File: src/rtl/core/mspc_pkg.sv
// ----------------------------------------------------------------------------
// mspc_pkg
// types and constants shared by the microslice pattern checker modules
// ----------------------------------------------------------------------------
package mspc_pkg;

    localparam int unsigned IndexWidth   = 64;
    localparam int unsigned SizeWidth    = 32;
    localparam int unsigned CksWidth     = 32;
    localparam int unsigned SysIdWidth   = 8;
    localparam int unsigned CompWidth    = 16;
    localparam int unsigned WordWidth    = 64;
    localparam int unsigned CountWidth   = 32;
    localparam int unsigned BytesWidth   = 48;
    localparam int unsigned WordsWidth   = 29;
    localparam int unsigned OffsetWidth  = 32;
    localparam int unsigned PaddrWidth   = 3;
    localparam int unsigned PdataWidth   = 32;

    localparam logic [SysIdWidth-1:0] PATTERN_ID_RESET = 8'hFA;
    localparam logic [CountWidth-1:0] COUNT_MAX        = 32'hFFFF_FFFF;
    localparam logic [BytesWidth-1:0] BYTES_MAX        = 48'hFFFF_FFFF_FFFF;
    localparam logic [OffsetWidth-1:0] OFFSET_STEP     = 32'd8;

    typedef enum logic {
        KIND_DESC = 1'b0,
        KIND_WORD = 1'b1
    } t_kind;

    typedef enum logic [1:0] {
        ERR_NONE     = 2'd0,
        ERR_INDEX    = 2'd1,
        ERR_WORD     = 2'd2,
        ERR_CHECKSUM = 2'd3
    } t_err;

    typedef struct packed {
        t_kind                  kind;
        logic [IndexWidth-1:0]  desc_index;
        logic [IndexWidth-1:0]  expected_index;
        logic [SizeWidth-1:0]   size_bytes;
        logic [CksWidth-1:0]    desc_checksum;
        logic [SysIdWidth-1:0]  system_id;
        logic [CompWidth-1:0]   component;
        logic [WordWidth-1:0]   slice_word;
    } t_item;

    typedef struct packed {
        logic valid;
        logic ready;
    } t_stage_ctrl;

endpackage

File: src/rtl/core/microslice_pattern_checker_unit.sv
// ----------------------------------------------------------------------------
// microslice_pattern_checker_unit
// checks descriptor and data words of a microslice stream against the test
// pattern, reports one verdict per microslice with running totals
//
//   channel   direction  handshake                 payload
//   in        sink       i_in_valid / o_in_stall   i_kind .. i_slice_word
//   out       source     o_out_valid / i_out_stall o_passed .. o_byte_total
//   cfg       sink       psel penable pwrite       paddr pwdata prdata pready
//
// one word per cycle while the result is not stalled: input register, check
// logic, result register; a verdict is offered from the result register
// synchronous active-low reset clears state, counters and valid flags, the
// pattern id returns to 0xfa
// a stalled result holds the check stage; input stall follows it in the same
// cycle, so a full pipeline keeps moving while the result is being taken
// ----------------------------------------------------------------------------
module microslice_pattern_checker_unit (
    input  logic                                i_clk,
    input  logic                                i_rst_n,

    input  logic                                i_in_valid,
    output logic                                o_in_stall,
    input  logic                                i_kind,
    input  logic [mspc_pkg::IndexWidth-1:0]     i_desc_index,
    input  logic [mspc_pkg::IndexWidth-1:0]     i_expected_index,
    input  logic [mspc_pkg::SizeWidth-1:0]      i_size_bytes,
    input  logic [mspc_pkg::CksWidth-1:0]       i_desc_checksum,
    input  logic [mspc_pkg::SysIdWidth-1:0]     i_system_id,
    input  logic [mspc_pkg::CompWidth-1:0]      i_component,
    input  logic [mspc_pkg::WordWidth-1:0]      i_slice_word,

    output logic                                o_out_valid,
    input  logic                                i_out_stall,
    output logic                                o_passed,
    output logic [1:0]                          o_error_code,
    output logic [mspc_pkg::CountWidth-1:0]     o_microslice_total,
    output logic [mspc_pkg::BytesWidth-1:0]     o_byte_total,

    input  logic                                psel,
    input  logic                                penable,
    input  logic                                pwrite,
    input  logic [mspc_pkg::PaddrWidth-1:0]     paddr,
    input  logic [mspc_pkg::PdataWidth-1:0]     pwdata,
    output logic [mspc_pkg::PdataWidth-1:0]     prdata,
    output logic                                pready
);

    logic                               r_in_valid;
    mspc_pkg::t_item                    r_item;
    mspc_pkg::t_stage_ctrl              core_in;
    mspc_pkg::t_stage_ctrl              core_out;
    logic [mspc_pkg::SysIdWidth-1:0]    pattern_id;
    logic                               in_accept;
    logic                               core_take;

    assign core_take  = r_in_valid && core_out.ready;
    assign o_in_stall = r_in_valid && !core_out.ready;
    assign in_accept  = i_in_valid && !o_in_stall;

    always_ff @(posedge i_clk) begin
        if (!i_rst_n) begin
            r_in_valid <= 1'b0;
        end else if (in_accept) begin
            r_in_valid <= 1'b1;
        end else if (core_take) begin
            r_in_valid <= 1'b0;
        end
    end

    always_ff @(posedge i_clk) begin
        if (in_accept) begin
            r_item.kind           <= mspc_pkg::t_kind'(i_kind);
            r_item.desc_index     <= i_desc_index;
            r_item.expected_index <= i_expected_index;
            r_item.size_bytes     <= i_size_bytes;
            r_item.desc_checksum  <= i_desc_checksum;
            r_item.system_id      <= i_system_id;
            r_item.component      <= i_component;
            r_item.slice_word     <= i_slice_word;
        end
    end

    assign core_in.valid = r_in_valid;
    assign core_in.ready = 1'b1;

    mspc_cfg u_cfg (
        .i_clk        (i_clk),
        .i_rst_n      (i_rst_n),
        .psel         (psel),
        .penable      (penable),
        .pwrite       (pwrite),
        .paddr        (paddr),
        .pwdata       (pwdata),
        .prdata       (prdata),
        .pready       (pready),
        .o_pattern_id (pattern_id)
    );

    mspc_core u_core (
        .i_clk              (i_clk),
        .i_rst_n            (i_rst_n),
        .i_ctrl_in          (core_in),
        .o_ctrl_out         (core_out),
        .i_item             (r_item),
        .i_pattern_id       (pattern_id),
        .o_out_valid        (o_out_valid),
        .i_out_stall        (i_out_stall),
        .o_passed           (o_passed),
        .o_error_code       (o_error_code),
        .o_microslice_total (o_microslice_total),
        .o_byte_total       (o_byte_total)
    );

endmodule

File: src/rtl/core/mspc_cfg.sv
// ----------------------------------------------------------------------------
// mspc_cfg
// register port holding the pattern system id
// ----------------------------------------------------------------------------
module mspc_cfg (
    input  logic                                i_clk,
    input  logic                                i_rst_n,
    input  logic                                psel,
    input  logic                                penable,
    input  logic                                pwrite,
    input  logic [mspc_pkg::PaddrWidth-1:0]     paddr,
    input  logic [mspc_pkg::PdataWidth-1:0]     pwdata,
    output logic [mspc_pkg::PdataWidth-1:0]     prdata,
    output logic                                pready,
    output logic [mspc_pkg::SysIdWidth-1:0]     o_pattern_id
);

    logic                               sel_pattern;
    logic [mspc_pkg::SysIdWidth-1:0]    r_pattern_id;

    // register 0 occupies byte addresses 0 to 3
    assign sel_pattern = (paddr[mspc_pkg::PaddrWidth-1] == 1'b0);

    always_ff @(posedge i_clk) begin
        if (!i_rst_n) begin
            r_pattern_id <= mspc_pkg::PATTERN_ID_RESET;
        end else if (psel && penable && pwrite && sel_pattern) begin
            r_pattern_id <= pwdata[mspc_pkg::SysIdWidth-1:0];
        end
    end

    always_comb begin
        prdata = '0;
        if (sel_pattern) begin
            prdata[mspc_pkg::SysIdWidth-1:0] = r_pattern_id;
        end
    end

    assign pready       = 1'b1;
    assign o_pattern_id = r_pattern_id;

endmodule

File: src/rtl/core/mspc_core.sv
// ----------------------------------------------------------------------------
// mspc_core
// microslice state, per-item check logic and result register
// ----------------------------------------------------------------------------
module mspc_core (
    input  logic                                i_clk,
    input  logic                                i_rst_n,
    input  mspc_pkg::t_stage_ctrl               i_ctrl_in,
    output mspc_pkg::t_stage_ctrl               o_ctrl_out,
    input  mspc_pkg::t_item                     i_item,
    input  logic [mspc_pkg::SysIdWidth-1:0]     i_pattern_id,
    output logic                                o_out_valid,
    input  logic                                i_out_stall,
    output logic                                o_passed,
    output logic [1:0]                          o_error_code,
    output logic [mspc_pkg::CountWidth-1:0]     o_microslice_total,
    output logic [mspc_pkg::BytesWidth-1:0]     o_byte_total
);

    logic [mspc_pkg::WordsWidth-1:0]    r_words_rem, n_words_rem;
    logic [mspc_pkg::OffsetWidth-1:0]   r_offset, n_offset;
    logic                               r_active, n_active;
    logic [mspc_pkg::CompWidth-1:0]     r_comp, n_comp;
    logic [mspc_pkg::CksWidth-1:0]      r_cks, n_cks;
    logic [mspc_pkg::CksWidth-1:0]      r_fold, n_fold;
    mspc_pkg::t_err                     r_first_err, n_first_err;
    logic [mspc_pkg::CountWidth-1:0]    r_slices, n_slices;
    logic [mspc_pkg::BytesWidth-1:0]    r_bytes, n_bytes;

    logic                               r_out_valid;
    logic                               r_passed;
    mspc_pkg::t_err                     r_err;
    logic [mspc_pkg::CountWidth-1:0]    r_slices_out;
    logic [mspc_pkg::BytesWidth-1:0]    r_bytes_out;

    logic                               out_free;
    logic                               advance;
    logic                               emit;
    mspc_pkg::t_err                     emit_err;
    logic [mspc_pkg::BytesWidth:0]      byte_sum;
    logic [mspc_pkg::WordsWidth-1:0]    words_dec;
    logic [mspc_pkg::WordWidth-1:0]     expect_word;

    assign out_free = !r_out_valid || !i_out_stall;
    assign advance  = i_ctrl_in.valid && out_free;

    assign o_ctrl_out.valid = r_out_valid;
    assign o_ctrl_out.ready = out_free;

    assign byte_sum    = {1'b0, r_bytes}
                       + {{(mspc_pkg::BytesWidth + 1 - mspc_pkg::SizeWidth){1'b0}},
                          i_item.size_bytes};
    assign words_dec   = r_words_rem - 1'b1;
    assign expect_word = {r_comp,
                          {(mspc_pkg::WordWidth - mspc_pkg::CompWidth
                            - mspc_pkg::OffsetWidth){1'b0}},
                          r_offset};

    always_comb begin
        n_words_rem = r_words_rem;
        n_offset    = r_offset;
        n_active    = r_active;
        n_comp      = r_comp;
        n_cks       = r_cks;
        n_fold      = r_fold;
        n_first_err = r_first_err;
        n_slices    = r_slices;
        n_bytes     = r_bytes;
        emit        = 1'b0;
        emit_err    = mspc_pkg::ERR_NONE;

        case (i_item.kind)
            mspc_pkg::KIND_DESC: begin
                n_words_rem = i_item.size_bytes[mspc_pkg::SizeWidth-1:3];
                n_offset    = '0;
                n_active    = 1'b0;
                n_fold      = '0;
                n_first_err = mspc_pkg::ERR_NONE;
                if (i_item.desc_index != i_item.expected_index) begin
                    emit     = 1'b1;
                    emit_err = mspc_pkg::ERR_INDEX;
                end else begin
                    if (r_slices != mspc_pkg::COUNT_MAX) begin
                        n_slices = r_slices + 1'b1;
                    end
                    n_bytes = byte_sum[mspc_pkg::BytesWidth] ? mspc_pkg::BYTES_MAX
                                                             : byte_sum[mspc_pkg::BytesWidth-1:0];
                    if (i_item.system_id != i_pattern_id) begin
                        emit     = 1'b1;
                        emit_err = mspc_pkg::ERR_NONE;
                    end else begin
                        n_comp = i_item.component;
                        n_cks  = i_item.desc_checksum;
                        if (i_item.size_bytes[mspc_pkg::SizeWidth-1:3] == '0) begin
                            emit     = 1'b1;
                            emit_err = (i_item.desc_checksum == '0) ? mspc_pkg::ERR_NONE
                                                                    : mspc_pkg::ERR_CHECKSUM;
                        end else begin
                            n_active = 1'b1;
                        end
                    end
                end
            end
            mspc_pkg::KIND_WORD: begin
                if (r_words_rem != '0) begin
                    n_words_rem = words_dec;
                    if (r_active) begin
                        n_fold = r_fold
                               ^ i_item.slice_word[mspc_pkg::CksWidth-1:0]
                               ^ i_item.slice_word[mspc_pkg::WordWidth-1:mspc_pkg::CksWidth];
                        if ((i_item.slice_word != expect_word)
                                && (r_first_err == mspc_pkg::ERR_NONE)) begin
                            n_first_err = mspc_pkg::ERR_WORD;
                        end
                        n_offset = r_offset + mspc_pkg::OFFSET_STEP;
                        if (words_dec == '0) begin
                            n_active = 1'b0;
                            emit     = 1'b1;
                            if (n_first_err != mspc_pkg::ERR_NONE) begin
                                emit_err = n_first_err;
                            end else begin
                                emit_err = (n_fold == r_cks) ? mspc_pkg::ERR_NONE
                                                             : mspc_pkg::ERR_CHECKSUM;
                            end
                        end
                    end
                end
            end
            default: begin
                emit = 1'b0;
            end
        endcase
    end

    always_ff @(posedge i_clk) begin
        if (!i_rst_n) begin
            r_words_rem <= '0;
            r_offset    <= '0;
            r_active    <= 1'b0;
            r_comp      <= '0;
            r_cks       <= '0;
            r_fold      <= '0;
            r_first_err <= mspc_pkg::ERR_NONE;
            r_slices    <= '0;
            r_bytes     <= '0;
        end else if (advance) begin
            r_words_rem <= n_words_rem;
            r_offset    <= n_offset;
            r_active    <= n_active;
            r_comp      <= n_comp;
            r_cks       <= n_cks;
            r_fold      <= n_fold;
            r_first_err <= n_first_err;
            r_slices    <= n_slices;
            r_bytes     <= n_bytes;
        end
    end

    always_ff @(posedge i_clk) begin
        if (!i_rst_n) begin
            r_out_valid <= 1'b0;
        end else if (advance && emit) begin
            r_out_valid <= 1'b1;
        end else if (!i_out_stall) begin
            r_out_valid <= 1'b0;
        end
    end

    // result payload, loaded only when a verdict is produced
    always_ff @(posedge i_clk) begin
        if (advance && emit) begin
            r_passed     <= (emit_err == mspc_pkg::ERR_NONE);
            r_err        <= emit_err;
            r_slices_out <= n_slices;
            r_bytes_out  <= n_bytes;
        end
    end

    assign o_out_valid        = r_out_valid;
    assign o_passed           = r_passed;
    assign o_error_code       = r_err;
    assign o_microslice_total = r_slices_out;
    assign o_byte_total       = r_bytes_out;

endmodule
File: config.mk
export PLATFORM = sky130hd
export DESIGN_NAME = microslice_pattern_checker_unit
export DESIGN_NICKNAME = d
export VERILOG_FILES = /design/src/rtl/core/mspc_pkg.sv /design/src/rtl/core/microslice_pattern_checker_unit.sv /design/src/rtl/core/mspc_cfg.sv /design/src/rtl/core/mspc_core.sv
export SDC_FILE = /design/constraint.sdc
export NUM_CORES = 1
export LEC_CHECK = 0
export BUFFER_PORTS_ARGS = -buffer_cell sky130_fd_sc_hd__buf_2
export CORE_MARGIN = 4
export CORE_UTILIZATION = 55
export CTS_BUF_LIST = sky130_fd_sc_hd__clkbuf_8 sky130_fd_sc_hd__clkbuf_16
export DETAILED_ROUTE_END_ITERATION = 12
export GPL_ROUTABILITY_DRIVEN = 0
export PLACE_DENSITY = 0.78
export SLEW_MARGIN = 20
export SYNTH_ARGS = -nofsm -noshare
export SYNTH_HDL_FRONTEND = slang
export SYNTH_SLANG_ARGS = --single-unit
File: constraint.sdc
create_clock -name i_clk -period 28.4 [get_ports i_clk]
set_clock_uncertainty 0.15 [all_clocks]
set_input_delay 2.84 -clock i_clk [delete_from_list [all_inputs] [get_ports i_clk]]
set_output_delay 2.84 -clock i_clk [all_outputs]
set_load 0.03 [all_outputs]
==> results of run 1 <==
[worst min-delay path by stage]
stage / startpoint / end / slack, ps
3_5_place_dp: u_core.r_first_err[0]$_SDFFE_PN0P_ / u_core.r_first_err[0]$_SDFFE_PN0P_ / 320
2_1_floorplan: u_core.r_first_err[0]$_SDFFE_PN0P_ / u_core.r_first_err[0]$_SDFFE_PN0P_ / 300
5_1_grt: r_item[65]$_DFFE_PP_ / u_core.r_comp[1]$_SDFFE_PN0P_ / 360
6_report: u_core.r_first_err[0]$_SDFFE_PN0P_ / u_core.r_first_err[0]$_SDFFE_PN0P_ / 330
4_1_cts: u_core.r_first_err[0]$_SDFFE_PN0P_ / u_core.r_first_err[0]$_SDFFE_PN0P_ / 330
3_3_place_gp: u_core.r_first_err[0]$_SDFFE_PN0P_ / u_core.r_first_err[0]$_SDFFE_PN0P_ / 310
[cells in the mapped netlist, drive strengths merged, types with 61 or more instances]
| library cell | count |
|---|---|
| nor4 | 70 |
| dfxtp | 231 |
| clkbuf | 81 |
| xnor2 | 261 |
| nand2 | 153 |
| a21oi | 133 |
| o21ai | 61 |
| nor3 | 87 |
| edfxtp | 364 |
| nand3 | 71 |
| nand4 | 71 |
| nor2 | 219 |
| xor2 | 80 |
[power breakdown]
group / switching, W / leakage [nW] / internal, W
clock network: 0.000343 / 1.05 / 0.000475
logic: 0.0000929 / 5.65 / 0.0000578
registers: 0.0000238 / 5.53 / 0.000947
total: 0.000460 / 12.2 / 0.00148
[cell families (layout without fill, tap and decap cells)]
family / count (synthesis) / count (layout)
flip-flops: 595 / 595
XOR/XNOR: 341 / 341
buffers and inverters: 154 / 541
AND/OR/NAND/NOR: 781 / 781
other: 2 / 27
multiplexers: 56 / 56
AO/OA/AOI/OAI: 415 / 415
adder cells (fa/ha/maj): 37 / 37
[metal layers]
layer | global-route usage [%] | up-vias | share of wire, %
li1 | - | 9434 | -
met1 | 33.3 | 9797 | 40
met2 | 44.6 | 846 | 50
met3 | 4.88 | 157 | 6.9
met4 | 7.41 | 2 | 3.1
met5 | 0 | - | 0.019
[flip-flops by register name, indices dropped and copies added (netlist names)]
register and cells:
u_core.r_cks 32, u_core.o_byte_total 48, u_core.r_offset 29, u_core.o_out_valid 1
r_in_valid 1, u_core.o_passed 1, u_core.r_slices 32, u_core.r_first_err 2
u_core.r_active 1, u_core.o_error_code 2, u_core.o_microslice_total 32, u_core.r_comp 16
u_core.r_words_rem 29, u_core.r_fold 32, r_item 281, u_cfg.o_pattern_id 8
u_core.r_bytes 48
[metrics by stage]
stage               cells  total power, W
finish               3457         0.00194
global route         3457         0.00201
CTS                  3455         0.00195
detailed placement   3342         0.00114
global placement     3342         0.00113
floorplan            2404         0.00109
[final cells by class]
class / count / area share [%]
inverter: 23 / 0.282
clock inverter: 47 / 1.52
clock buffer: 66 / 5.02
antenna: 2 / 0.0159
tap: 664 / 2.63
sequential: 595 / 49.3
multi-input combinational: 1655 / 34.6
timing repair buffer: 405 / 6.59
[worst max-delay path: stages]
cell    delay (ps)
buf_2          130
and3_1         270
buf_2          270
==> run metrics, run 1 <==
Final setup viols=0; WP data required=25,410 ps; Max Fanout on Critical Path=3; combinational family with the most area after synthesis=simple AND/OR/NAND/NOR gates; post_cts resized=0; global-route wire length before repair=109 mm; worst relative slew slack=25.6%; clock sink total=595; mean post-synth cell area=11.4 sq um; Max IR drop VDD=0.0533 mV; routed vias/inst=5.85; final hold violation count=0; area leader, netlist=edfxtp_1; Remaining DRCs=0; R2R Path Start=u_core.r_words_rem[0]$_SDFFE_PN0P_; most area-consuming cells after synthesis=edfxtp_1 (40%), dfxtp_1 (17%), xnor2_1 (8.5%); worst endpoint data arrival time=3510 ps; status=finished clean; GRT Overall Usage=25.8%; setup tns final=0 ps; die width=230 um; DP HPWL=49.4 mm; Cell Rows=81; iteration-0 DRC count of the detailed router=1,900; Reg-to-Reg End=u_core.o_byte_total[22]$_DFFE_PP_; largest net degree at the start of global routing=188; flip-flop and latch count after synthesis=595; die area=0.0528 sq mm; P per Cell Area=61.5 mW/mm^2; fraction of layout cells with a size suffix above 1=20.4%; final hold slack=327 ps; P&R area growth vs syn=16.6%; htree depth=2; CTS root buffer=clkbuf_16; crit path launch=i_out_stall; Reg2Reg Depth=11; fin crit period=6500 ps; most used flip-flop cell after synthesis=edfxtp_1; # IOs=441; Max-Cap Viols=0; vias in the first global route=19,666; Yosys warning total=0; r2r setup slk=23,310 ps; post-synthesis compound-gate area fraction=10.6%; Async S/R FF share, synth=0%; WL/cell=20.3 um; critical path type=in2out; Core ar.=0.0487 sq mm; FF+latch area=0.0156 sq mm; Mapped Area=0.0270 sq mm; Post-CTS Setup Repair Bufs=0; initial antenna violation count=3; Worst Tran Pin Value=1120 ps; total grt overflow=0; RSZ-0062 raised after global routing=false; final instance area=0.0315 sq mm; fillers=3,615; Synth cell types=74; clk slew on worst S/H paths=60 ps; critical path startpoint category=input pin; Post-Place Cell Area=0.0295 sq mm; leading cell type in the layout, fill and taps excluded=buf_2; Final WS setup=21,900 ps; Setup crit end=o_in_stall; fmax=0.154 GHz; Routed WL=70.2 mm; Synth top area share=40.4%; post-synthesis adder-cell area fraction=1.74%; multi-input combinational cell area=0.0109 sq mm; dpl ws=21,900 ps; Layout Utilization=64.7%; CTS tree=done; Leak=12.2 nW; Layout Nets=3,100; antenna viol nets, final=0; cts bufs inserted=60; final slew viol count=0; via count=20,236; Worst-Skew Late Latency=640 ps; final clock period utilization by the worst path=22.9%; xor/xnor share of the synthesized area=11.0%; Pre-Repair DR Iteration Count=7; Initial Util=55.5%; post-synthesis mux area share=2.09%; worst hold path cell count=2; sequential share of the synthesized area=57.5%; port bufs=389; min-delay worst type=reg2reg; Syn Inst Count=2,381; DIE HEIGHT=230 um; Post-synth EDFFs=364; deepest clock path buffer count=3; crit end category=output port; number of hold buffers added after CTS=0; simple-gate share of the synthesized area=14.3%; most frequent cells in the layout=buf_2 (389), edfxtp_1 (364), xnor2_1 (261)
Power figures use the tool's default switching activity.
==> run 2: changes to the inputs <==
- clock period: 28.4 -> 6.2 ns (I/O delays scaled with it)
==> run metrics, run 2 (same netlist as run 1, synthesis figures left out) <==
Pre-Repair DR Iteration Count=6; final hold violation count=0; die area=0.0528 sq mm; critical path type=reg2reg; combinational power share=9.3%; RSZ-0062 raised after global routing=false; Clk pwr share=42.5%; Max-Cap Viols=0; fillers=3,176; Reg power frac=48.2%; Layout Utilization=70.5%; cts bufs inserted=60; Largest Register=r_item; CTS tree=done; WL/cell=21.5 um; deepest clock path buffer count=3; Core ar.=0.0487 sq mm; GRT Overall Usage=29.4%; Worst Tran Pin Value=1130 ps; vias in the first global route=22,026; delay-heaviest family, CP=simple AND/OR/NAND/NOR gates; status=finished clean; crit end category=register; Remaining DRCs=0; P per Cell Area=269 mW/mm^2; DIE HEIGHT=230 um; leading cell type in the layout, fill and taps excluded=buf_2; max FFs per register=281; initial antenna violation count=7; Worst-Skew Late Latency=670 ps; fmax=0.214 GHz; most frequent cells in the layout=buf_2 (389), edfxtp_1 (364), dlygate4sd3_1 (270); setup tns final=0 ps; max incr delay on CP=670 ps; clock sink total=595; Final WS setup=1530 ps; CTS root buffer=clkbuf_16; final clock period utilization by the worst path=75.3%; # IOs=441; Max IR drop VDD=0.280 mV; worst relative slew slack=24.6%; worst endpoint data arrival time=4820 ps; CP cell instances=inv_1 > ha_1 > nor3b_1 > nand3_1 > or4_1 > xnor2_1 > nor4_2 > nand4_1 > o21ai_0 > and3_4 > buf_12; Cell Rows=81; post_cts resized=0; critical path startpoint category=register; Placed Cells=3,340; fraction of layout cells with a size suffix above 1=18.7%; P_int=0.00695 W; CP Buf/Inv Count=2; htree depth=2; Max Fanout on Critical Path=47; min-delay worst type=in2reg; final std cells w/o fill=3,731; Initial Util=55.5%; Routed WL=80.4 mm; total grt overflow=0; die width=230 um; WP data required=6350 ps; switching fraction of total power=24.7%; Post-CTS Setup Repair Bufs=0; dpl ws=1460 ps; Leak=13.4 nW; global-route wire length before repair=124 mm; port bufs=389; largest net degree at the start of global routing=135; P&R area growth vs syn=27.0%; Psw=0.00228 W; Layout Nets=3,369; final slew viol count=0; Crit-path slowest cell=nor3b_1; DP HPWL=48.8 mm; total power=0.00923 W; iteration-0 DRC count of the detailed router=2,470; antenna viol nets, final=0; routed vias/inst=5.90; r2r setup slk=1530 ps; clk slew on worst S/H paths=60 ps; via count=22,005; number of hold buffers added after CTS=269; Final setup viols=0; fin crit period=4670 ps
==> run 2: cell types whose count changed in the layout (fill, tap and decap cells not counted), moves of 2 or more <==
| cell | change |
|---|---|
| clkinv_2 | -3 |
| dlygate4sd3_1 | +270 |
| clkinvlp_4 | +4 |
| clkinv_1 | +2 |
| inv_1 | -6 |
| clkinv_16 | +2 |
| clkinv_4 | +7 |
| bufinv_16 | +2 |
| clkbuf_8 | -6 |
| buf_4 | -2 |
| diode_2 | +4 |
==> run 2: path summary, 6_finish.rpt <==
path	cells after the start	start	endpoint
worst max-delay path	11	u_core.r_words_rem[0]$_SDFFE_PN0P_	u_core.o_microslice_total[3]$_DFFE_PP_
worst min register to register	2	u_core.r_first_err[0]$_SDFFE_PN0P_	u_core.r_first_err[0]$_SDFFE_PN0P_
worst max register to register	11	u_core.r_words_rem[0]$_SDFFE_PN0P_	u_core.o_microslice_total[3]$_DFFE_PP_
worst min-delay path	1	i_system_id[2]	r_item[82]$_DFFE_PP_
==> run 2: layout make-up <==
class	instances	area, sq um	share of cell area, %
flip-flops and latches	595	15600	45.3
inverters	23	88.8	0.259
multi-input cells	1655	10900	31.8
diodes	6	15.0	0.0437
clock buffers	61	1530	4.44
well taps	664	831	2.42
repair buffers	674	4790	13.9
clock inverters	53	624	1.82
==> run 2: per-stage QoR <==
| stage | area [sq um] | hold slack, ps |
|---|---|---|
| 3_5_place_dp | 29500 | 316 |
| 3_3_place_gp | 29500 | 310 |
| 6_report | 34300 | 23.9 |
| 5_1_grt | 34300 | 4.69 |
| 2_1_floorplan | 27100 | 297 |
| 4_1_cts | 34300 | 1.27 |
==> run 2: power groups by stage <==
stage               Sequential (W)  Clock [W]  Combinational [W]
floorplan                  0.00450          0           0.000464
global route               0.00446    0.00413           0.000920
detailed placement         0.00453          0           0.000682
CTS                        0.00444    0.00390           0.000818
global placement           0.00452          0           0.000662
finish                     0.00445    0.00392           0.000859
==> run 2: metal layers <==
| layer | track usage (%) | up-vias | routed length [um] |
|---|---|---|---|
| met3 | 4.92 | 247 | 6390 |
| met1 | 36.9 | 10612 | 30400 |
| met5 | 0 | - | 13 |
| met2 | 51.1 | 1169 | 40200 |
| li1 | - | 9975 | - |
| met4 | 11.9 | 2 | 3320 |
